## src/hw/rtl/tphc_pkg.sv

```systemverilog
// ----------------------------------------------------------------------------
// tphc_pkg: shared types and constants of the TCP pseudo-header checksum
// Field offsets of the IPv4 header, queue sizing and the per-byte entry
// passed from the byte parser to the checksum accumulator.
// ----------------------------------------------------------------------------
package tphc_pkg;

  // IPv4 header layout (byte offsets)
  localparam logic [15:0] ADDR_FIRST      = 16'd12;
  localparam logic [15:0] ADDR_END        = 16'd20;
  localparam logic [5:0]  FIXED_HDR_BYTES = 6'd20;
  localparam logic [3:0]  MIN_IHL         = 4'd5;
  localparam logic [15:0] POS_MAX         = 16'hffff;

  // protocol number for TCP, reset value of the pseudo-header protocol
  localparam logic [7:0]  TCP_PROTO_NUM   = 8'd6;

  // parser-to-accumulator queue
  localparam int unsigned FIFO_AW    = 2;
  localparam int unsigned FIFO_DEPTH = 1 << FIFO_AW;

  // one accepted byte, reduced to what the accumulator needs
  typedef struct packed {
    logic [15:0] word;     // 16-bit word to add, zero if none
    logic [15:0] seglen;   // segment length, meaningful with last
    logic        bad;      // malformed flag, meaningful with last
    logic        last;     // final byte of the datagram
  } tphc_entry_t;

endpackage

```

## src/hw/rtl/tphc_front.sv

```systemverilog
// ----------------------------------------------------------------------------
// tphc_front: IPv4 byte parser
// Tracks the byte position, header length and total length, pairs segment
// bytes into words and emits one queue entry for every accepted byte.
// ----------------------------------------------------------------------------
module tphc_front (
  input  logic                 clk,
  input  logic                 rst,
  input  logic                 in_valid,
  output logic                 in_ready,
  input  logic [7:0]           data_byte,
  input  logic                 last_byte,
  output logic                 q_valid,
  input  logic                 q_ready,
  output tphc_pkg::tphc_entry_t q_entry
);

  logic [15:0] byte_position;
  logic [3:0]  header_words;
  logic [15:0] total_length;
  logic [7:0]  held_high_byte;
  logic        odd_byte_pending;

  logic        accept;
  logic [3:0]  hw_cur;
  logic [15:0] tl_cur;
  logic [5:0]  seg_start;
  logic [15:0] start_ext;
  logic        is_addr;
  logic        is_seg;
  logic        pending_next;
  logic [7:0]  held_next;
  logic [15:0] word;
  logic [16:0] count;

  assign in_ready = q_ready;
  assign q_valid  = in_valid;
  assign accept   = in_valid && q_ready;

  // Decode header fields as updated by this byte
  always_comb begin
    hw_cur = (byte_position == 16'd0) ? data_byte[3:0] : header_words;
    case (byte_position)
      16'd0:   tl_cur = 16'd0;
      16'd2:   tl_cur = {data_byte, total_length[7:0]};
      16'd3:   tl_cur = {total_length[15:8], data_byte};
      default: tl_cur = total_length;
    endcase
    seg_start = (hw_cur < tphc_pkg::MIN_IHL) ? tphc_pkg::FIXED_HDR_BYTES : {hw_cur, 2'b00};
    start_ext = {10'd0, seg_start};
    is_addr   = (byte_position >= tphc_pkg::ADDR_FIRST) && (byte_position < tphc_pkg::ADDR_END);
    is_seg    = !is_addr && (byte_position >= start_ext) && (byte_position < tl_cur);
    count     = {1'b0, byte_position} + 17'd1;
  end

  // Classify the byte: address half-word, segment pair, or nothing
  always_comb begin
    pending_next = odd_byte_pending;
    held_next    = held_high_byte;
    word         = 16'd0;
    if (is_addr) begin
      word = byte_position[0] ? {8'd0, data_byte} : {data_byte, 8'd0};
    end else if (is_seg) begin
      if (odd_byte_pending) begin
        word         = {held_high_byte, data_byte};
        pending_next = 1'b0;
      end else begin
        held_next    = data_byte;
        pending_next = 1'b1;
      end
    end
    // pad a lone final segment byte with zero
    if (last_byte && pending_next) begin
      word = {held_next, 8'd0};
    end
  end

  // Build the queue entry
  always_comb begin
    q_entry.word   = word;
    q_entry.last   = last_byte;
    q_entry.seglen = (tl_cur >= start_ext) ? (tl_cur - start_ext) : 16'd0;
    q_entry.bad    = (hw_cur < tphc_pkg::MIN_IHL) || (tl_cur < start_ext) ||
                     (count < {1'b0, tl_cur});
  end

  // Advance parser state, clear after the final byte
  always_ff @(posedge clk) begin
    if (rst) begin
      byte_position    <= 16'd0;
      header_words     <= 4'd0;
      total_length     <= 16'd0;
      held_high_byte   <= 8'd0;
      odd_byte_pending <= 1'b0;
    end else if (accept) begin
      if (last_byte) begin
        byte_position    <= 16'd0;
        header_words     <= 4'd0;
        total_length     <= 16'd0;
        held_high_byte   <= 8'd0;
        odd_byte_pending <= 1'b0;
      end else begin
        if (byte_position != tphc_pkg::POS_MAX) begin
          byte_position <= byte_position + 16'd1;
        end
        header_words     <= hw_cur;
        total_length     <= tl_cur;
        held_high_byte   <= held_next;
        odd_byte_pending <= pending_next;
      end
    end
  end

`ifndef ASSERT_OFF
  a_clear_after_last: assert property (@(posedge clk) disable iff (rst)
    accept && last_byte |=> byte_position == 16'd0 && !odd_byte_pending)
    else $error("parser state not cleared after final byte");

  a_pending_in_segment: assert property (@(posedge clk) disable iff (rst)
    odd_byte_pending |-> byte_position > tphc_pkg::ADDR_END)
    else $error("held byte pending before the segment region");
`endif

endmodule

```

## src/hw/rtl/tphc_fifo.sv

```systemverilog
// ----------------------------------------------------------------------------
// tphc_fifo: entry queue between parser and accumulator
// Small register-based FIFO so that each side can stall on its own.
// ----------------------------------------------------------------------------
module tphc_fifo (
  input  logic                  clk,
  input  logic                  rst,
  input  logic                  wr_valid,
  output logic                  wr_ready,
  input  tphc_pkg::tphc_entry_t wr_entry,
  output logic                  rd_valid,
  input  logic                  rd_ready,
  output tphc_pkg::tphc_entry_t rd_entry
);

  tphc_pkg::tphc_entry_t        mem [tphc_pkg::FIFO_DEPTH];
  logic [tphc_pkg::FIFO_AW-1:0] wr_ptr;
  logic [tphc_pkg::FIFO_AW-1:0] rd_ptr;
  logic [tphc_pkg::FIFO_AW:0]   count;
  logic                         push;
  logic                         pop;

  assign wr_ready = (count != (tphc_pkg::FIFO_AW + 1)'(tphc_pkg::FIFO_DEPTH));
  assign rd_valid = (count != '0);
  assign push     = wr_valid && wr_ready;
  assign pop      = rd_valid && rd_ready;
  assign rd_entry = mem[rd_ptr];

  // Store entries
  always_ff @(posedge clk) begin
    if (push) begin
      mem[wr_ptr] <= wr_entry;
    end
  end

  // Advance pointers and occupancy
  always_ff @(posedge clk) begin
    if (rst) begin
      wr_ptr <= '0;
      rd_ptr <= '0;
      count  <= '0;
    end else begin
      if (push) begin
        wr_ptr <= wr_ptr + 1'b1;
      end
      if (pop) begin
        rd_ptr <= rd_ptr + 1'b1;
      end
      if (push && !pop) begin
        count <= count + 1'b1;
      end else if (pop && !push) begin
        count <= count - 1'b1;
      end
    end
  end

`ifndef ASSERT_OFF
  a_count_bound: assert property (@(posedge clk) disable iff (rst)
    count <= (tphc_pkg::FIFO_AW + 1)'(tphc_pkg::FIFO_DEPTH))
    else $error("queue occupancy out of range");

  a_ptr_gap: assert property (@(posedge clk) disable iff (rst)
    wr_ptr - rd_ptr == count[tphc_pkg::FIFO_AW-1:0])
    else $error("queue pointers disagree with occupancy");
`endif

endmodule

```

## src/hw/rtl/tphc_back.sv

```systemverilog
// ----------------------------------------------------------------------------
// tphc_back: ones' complement accumulator and result register
// Adds each queued word with end-around carry; on the final byte adds the
// protocol and segment length, folds, complements and holds the result.
// ----------------------------------------------------------------------------
module tphc_back (
  input  logic                  clk,
  input  logic                  rst,
  input  logic [7:0]            pseudo_protocol,
  input  logic                  q_valid,
  output logic                  q_ready,
  input  tphc_pkg::tphc_entry_t q_entry,
  output logic                  out_valid,
  input  logic                  out_ready,
  output logic [15:0]           checksum,
  output logic [15:0]           segment_length,
  output logic                  malformed
);

  logic [15:0] running_sum;
  logic        pop;
  logic [17:0] part_sum;
  logic [16:0] part_fold;
  logic [15:0] sum_next;
  logic [17:0] fin_sum;
  logic [16:0] fin_fold1;
  logic [16:0] fin_fold2;

  // Only a final entry needs room in the result register
  assign q_ready = !q_entry.last || !out_valid || out_ready;
  assign pop     = q_valid && q_ready;

  // Ones' complement sums
  always_comb begin
    part_sum  = {2'd0, running_sum} + {2'd0, q_entry.word};
    part_fold = {1'b0, part_sum[15:0]} + {15'd0, part_sum[17:16]};
    sum_next  = part_fold[15:0] + {15'd0, part_fold[16]};

    fin_sum   = {2'd0, running_sum} + {2'd0, q_entry.word} +
                {10'd0, pseudo_protocol} + {2'd0, q_entry.seglen};
    fin_fold1 = {1'b0, fin_sum[15:0]} + {15'd0, fin_sum[17:16]};
    fin_fold2 = {1'b0, fin_fold1[15:0]} + {16'd0, fin_fold1[16]};
  end

  // Accumulate, restart after each datagram
  always_ff @(posedge clk) begin
    if (rst) begin
      running_sum <= 16'd0;
    end else if (pop) begin
      running_sum <= q_entry.last ? 16'd0 : sum_next;
    end
  end

  // Hold the result until the transaction completes
  always_ff @(posedge clk) begin
    if (rst) begin
      out_valid <= 1'b0;
    end else if (pop && q_entry.last) begin
      out_valid <= 1'b1;
    end else if (out_ready) begin
      out_valid <= 1'b0;
    end
  end

  always_ff @(posedge clk) begin
    if (pop && q_entry.last) begin
      checksum       <= ~fin_fold2[15:0];
      segment_length <= q_entry.seglen;
      malformed      <= q_entry.bad;
    end
  end

`ifndef ASSERT_OFF
  a_result_after_last: assert property (@(posedge clk) disable iff (rst)
    pop && q_entry.last |=> out_valid && running_sum == 16'd0)
    else $error("final entry did not produce a result");

  a_no_overwrite: assert property (@(posedge clk) disable iff (rst)
    out_valid && !out_ready && q_valid && q_entry.last |-> !pop)
    else $error("pending result overwritten");
`endif

endmodule

```

## src/hw/rtl/tcp_pseudo_header_checksum.sv

```systemverilog
// ----------------------------------------------------------------------------
// tcp_pseudo_header_checksum: TCP checksum over an IPv4 datagram
// Sums the pseudo-header and the segment of a byte-streamed IPv4 datagram
// and returns the complemented ones' complement checksum per datagram.
//
//   channel  direction  signals                  contents
//   s_*      in         tvalid tready tdata tlast one datagram byte, tlast on final
//   m_*      out        tvalid tready tdata tuser one result per datagram
//   cfg_*    in         valid ready data          pseudo-header protocol number
//
// One byte is accepted every clock while the queue has room; the parser classifies
// it in the same cycle into a four-entry queue and the accumulator retires one
// entry per clock unless a final entry waits for the result register. With the
// queue empty, the final entry passes the queue register and then sets m_tvalid;
// the result waits in an output register while next-datagram bytes keep flowing.
// Reset (rst, synchronous) clears all state and sets the protocol to 6.
// Stalls on the result side back up through the queue to s_tready.
// ----------------------------------------------------------------------------
module tcp_pseudo_header_checksum (
  input  logic        clk,
  input  logic        rst,
  input  logic        s_tvalid,
  output logic        s_tready,
  input  logic [7:0]  s_tdata,    // [7:0] data_byte
  input  logic        s_tlast,    // last_byte
  output logic        m_tvalid,
  input  logic        m_tready,
  output logic [31:0] m_tdata,    // [15:0] checksum, [31:16] segment_length
  output logic        m_tuser,    // malformed
  input  logic        cfg_valid,
  output logic        cfg_ready,
  input  logic [7:0]  cfg_data    // pseudo_protocol
);

  logic [7:0]            pseudo_protocol;
  logic                  fq_valid;
  logic                  fq_ready;
  tphc_pkg::tphc_entry_t fq_entry;
  logic                  qb_valid;
  logic                  qb_ready;
  tphc_pkg::tphc_entry_t qb_entry;
  logic [15:0]           checksum;
  logic [15:0]           segment_length;

  // Protocol register
  assign cfg_ready = 1'b1;

  always_ff @(posedge clk) begin
    if (rst) begin
      pseudo_protocol <= tphc_pkg::TCP_PROTO_NUM;
    end else if (cfg_valid) begin
      pseudo_protocol <= cfg_data;
    end
  end

  tphc_front u_front (
    .clk       (clk),
    .rst       (rst),
    .in_valid  (s_tvalid),
    .in_ready  (s_tready),
    .data_byte (s_tdata),
    .last_byte (s_tlast),
    .q_valid   (fq_valid),
    .q_ready   (fq_ready),
    .q_entry   (fq_entry)
  );

  tphc_fifo u_fifo (
    .clk      (clk),
    .rst      (rst),
    .wr_valid (fq_valid),
    .wr_ready (fq_ready),
    .wr_entry (fq_entry),
    .rd_valid (qb_valid),
    .rd_ready (qb_ready),
    .rd_entry (qb_entry)
  );

  tphc_back u_back (
    .clk             (clk),
    .rst             (rst),
    .pseudo_protocol (pseudo_protocol),
    .q_valid         (qb_valid),
    .q_ready         (qb_ready),
    .q_entry         (qb_entry),
    .out_valid       (m_tvalid),
    .out_ready       (m_tready),
    .checksum        (checksum),
    .segment_length  (segment_length),
    .malformed       (m_tuser)
  );

  // Pack the result
  assign m_tdata = {segment_length, checksum};

endmodule

```

## config.mk

```make
export PLATFORM = sky130hd
export DESIGN_NAME = tcp_pseudo_header_checksum
export DESIGN_NICKNAME = d
export VERILOG_FILES = /design/src/hw/rtl/tphc_pkg.sv /design/src/hw/rtl/tphc_front.sv /design/src/hw/rtl/tphc_fifo.sv /design/src/hw/rtl/tphc_back.sv /design/src/hw/rtl/tcp_pseudo_header_checksum.sv
export SDC_FILE = /design/constraint.sdc
export NUM_CORES = 1
export LEC_CHECK = 0
export BUFFER_PORTS_ARGS = -buffer_cell sky130_fd_sc_hd__buf_2
export CORE_ASPECT_RATIO = 0.6
export CORE_UTILIZATION = 50
export CTS_BUF_LIST = sky130_fd_sc_hd__clkbuf_16
export CTS_CLUSTER_DIAMETER = 120
export DETAILED_ROUTE_END_ITERATION = 10
export GPL_TIMING_DRIVEN = 0
export PLACE_DENSITY = 0.67
export SLEW_MARGIN = 15
export SYNTH_ARGS = -nofsm -noshare
export SYNTH_HDL_FRONTEND = slang
export SYNTH_SLANG_ARGS = --single-unit
```

## constraint.sdc

```tcl
create_clock -name clk -period 24.2 [get_ports clk]
set_input_delay 6.05 -clock clk [delete_from_list [all_inputs] [get_ports clk]]
set_output_delay 6.05 -clock clk [all_outputs]
set_load 0.02 [all_outputs]
```

==> impl_metrics.tcl <==
set metrics [dict create \
    synth_edf_count 169 \
    rsz0062_at_grt "false" \
    grt_pass1_wl_mm 54.81 \
    endpoint_kind "flip-flop" \
    ys_types 88 \
    areaGrowthSynthToFinish_pct 12.07 \
    overflow 0 \
    nets 1449 \
    path_delay_family "simple AND/OR/NAND/NOR gates" \
    clk_latency_ns 0.54 \
    synth_top_cell_by_area "edfxtp_1" \
    place.port_buffers 54 \
    num_rows 47 \
    clock_sink_count 248 \
    worstPathMaxFanout 10 \
    synth.net_count 1362 \
    syn_avg_cell_area_sq_um 11.36 \
    setup.worst_path.end "u_back.checksum[15]" \
    grt_max_degree 22 \
    cts_tree "yes" \
    fin_crit_sh 0.4503 \
    start_util 0.5090 \
    cts_buffers 24 \
    worst_slew_pin_slew_ns 0.9070 \
    max_freq_mhz 91.76 \
    hold_path_class "flip-flop to flip-flop" \
    grt.total_usage 0.2523 \
    wl_per_cell_um 20.99 \
    path_common_cell "ha_1" \
    antenna_found_initial 1 \
    layout_min_cycle_time_ns 10.90 \
    reg2reg_slack_ns 13.30 \
    finalSetupTns_ns 0 \
    drive_gt1_frac 0.1375 \
    worst-setup-path-type "flip-flop to flip-flop" \
    root_buffer "clkbuf_16" \
    critPathMaxStageDelay_ns 0.75 \
    relSlewSlack 0.3907 \
    utilization 0.5705 \
    htreeDepth 1 \
    drtPass1Iterations 5 \
    setup_viol 0 \
    regArea_sq_um 6656 \
    slowest_stage "buf_1" \
    status "finished, final reports clean" \
    synth_seq_cells 248 \
    drt_iter0_markers 1086 \
    netlist_area_sq_um 14010 \
    slew_violations 0 \
    yosys.cell_count.top_type "edfxtp_1" \
    required_ns 24.56 \
    holdPathStages 1 \
    multi_input_area_sq_um 6938 \
    cts_hold_buf 0 \
    place.gp.congestion 0.9085 \
    grt_pass1_vias 9344 \
    async_flop_share 0 \
    drc_errors 0 \
    cts_max_path_buffers 3 \
    clock-skew-final_ns 0.02434 \
    viasPerCell 6.001 \
    arrival_ns 11.26 \
    ff2ff_path_depth 37 \
    fp.dieW_um 218.1 \
    hpwlAfterDp_mm 27.38 \
    synth_flop_cell "edfxtp_1" \
    cp-start-kind "flip-flop" \
    reg2reg_to "u_back.checksum[15]" \
    wl_mm 35.81 \
    hold_viol 0 \
    ant_nets 0 \
    postCtsSetupBuffers 0 \
    io_pins 58 \
    netlist.area_leader.share 0.3622 \
    yosysWarnings 0 \
    cp_num_buf_inv 6 \
    path_depth 37 \
    syn_inst 1233 \
    die_area_sq_um 28720 \
    coreArea_sq_um 27520 \
    routed-via-count 10240 \
    die_h_um 131.7 \
    maxCapViolCount 0 \
    ys_seq_area_frac 0.4751 \
    cts_resized 0 \
    synth.area.top_cells "edfxtp_1 36%, dfxtp_1 11%, ha_1 8.4%" \
    path_clk_slew_ns 0.07 \
    num-fill-cells 2326 \
    synth_commonest_cells "169 x edfxtp_1, 121 x nor2_1, 94 x ha_1" \
]
-- cells in the final DEF, fill, tap and decap left out, types with 30 or more instances in the layout --
master	count
nor2_1	121
dfxtp_1	79
a21oi_1	69
edfxtp_1	169
xnor2_1	59
ha_1	94
inv_1	61
o21ai_0	37
nand2_1	50
mux4_2	34
clkbuf_1	30
xor2_1	33
a22oi_1	34
buf_2	55
-- registers in the layout (all words and copies together), names as in the netlist, named ones only --
| signal | cells |
|---|---|
| pseudo_protocol | 8 |
| u_back.checksum | 16 |
| u_back.malformed | 1 |
| u_back.out_valid | 1 |
| u_back.running_sum | 16 |
| u_back.segment_length | 16 |
| u_fifo.count | 3 |
| u_fifo.mem | 136 |
| u_fifo.rd_ptr | 2 |
| u_fifo.wr_ptr | 2 |
| u_front.byte_position | 16 |
| u_front.header_words | 4 |
| u_front.held_high_byte | 8 |
| u_front.odd_byte_pending | 1 |
| u_front.total_length | 16 |
-- stage by stage --
stage               std cells  worst slack (ns)  hold slack, ns  area (sq um)
floorplan                1233             15.02          0.4503         14010
global route             1705             12.51          0.4971         15700
detailed placement       1661             13.45          0.4665         14890
global placement         1654             13.21          0.4649         14740
finish                   1706             13.30          0.4845         15700
CTS                      1705             13.37          0.4869         15700
-- cell families after synthesis --
logic type / after synthesis / share of synthesized area
xor gates and xnor gates: 93 / 0.05912
AOI/OAI and AO/OA: 263 / 0.1298
DFF: 248 / 0.4751
buffers and inverters: 103 / 0.03081
muxes: 47 / 0.06412
adders and majority gates: 108 / 0.1032
and+or+nand+nor: 370 / 0.1375
other: 1 / 0.0002677
-- final cells by class --
| type | count | area share |
|---|---|---|
| inverter | 59 | 0.01411 |
| multi-input combinational | 882 | 0.4419 |
| sequential | 248 | 0.4240 |
| tap | 367 | 0.02925 |
| timing repair buffer | 61 | 0.02590 |
| clock buffer | 25 | 0.03985 |
| antenna | 1 | 0.0001594 |
| clock inverter | 19 | 0.01148 |
| buffer | 44 | 0.01339 |
-- how the worst min path moves through the flow --
stage                                    startpoint                         to
final                     u_front.held_high_byte[2]  u_front.held_high_byte[2]
after global routing      u_front.held_high_byte[2]  u_front.held_high_byte[2]
after CTS                 u_front.held_high_byte[2]  u_front.held_high_byte[2]
after detailed placement  u_front.held_high_byte[1]  u_front.held_high_byte[1]
after global placement    u_front.held_high_byte[3]  u_front.held_high_byte[3]
after floorplan           u_front.held_high_byte[0]  u_front.held_high_byte[0]
-- per-layer routing --
metal	global-route usage	up-vias	part of all wire
met5	0	-	0
met3	0.07083	48	0.10
met1	0.4120	4960	0.50
met4	0.04429	0	0.017
li1	-	4792	-
met2	0.3266	437	0.38
Power is not shown: default switching activity piles up to over one toggle a cycle in this logic, so the estimate is an artifact.
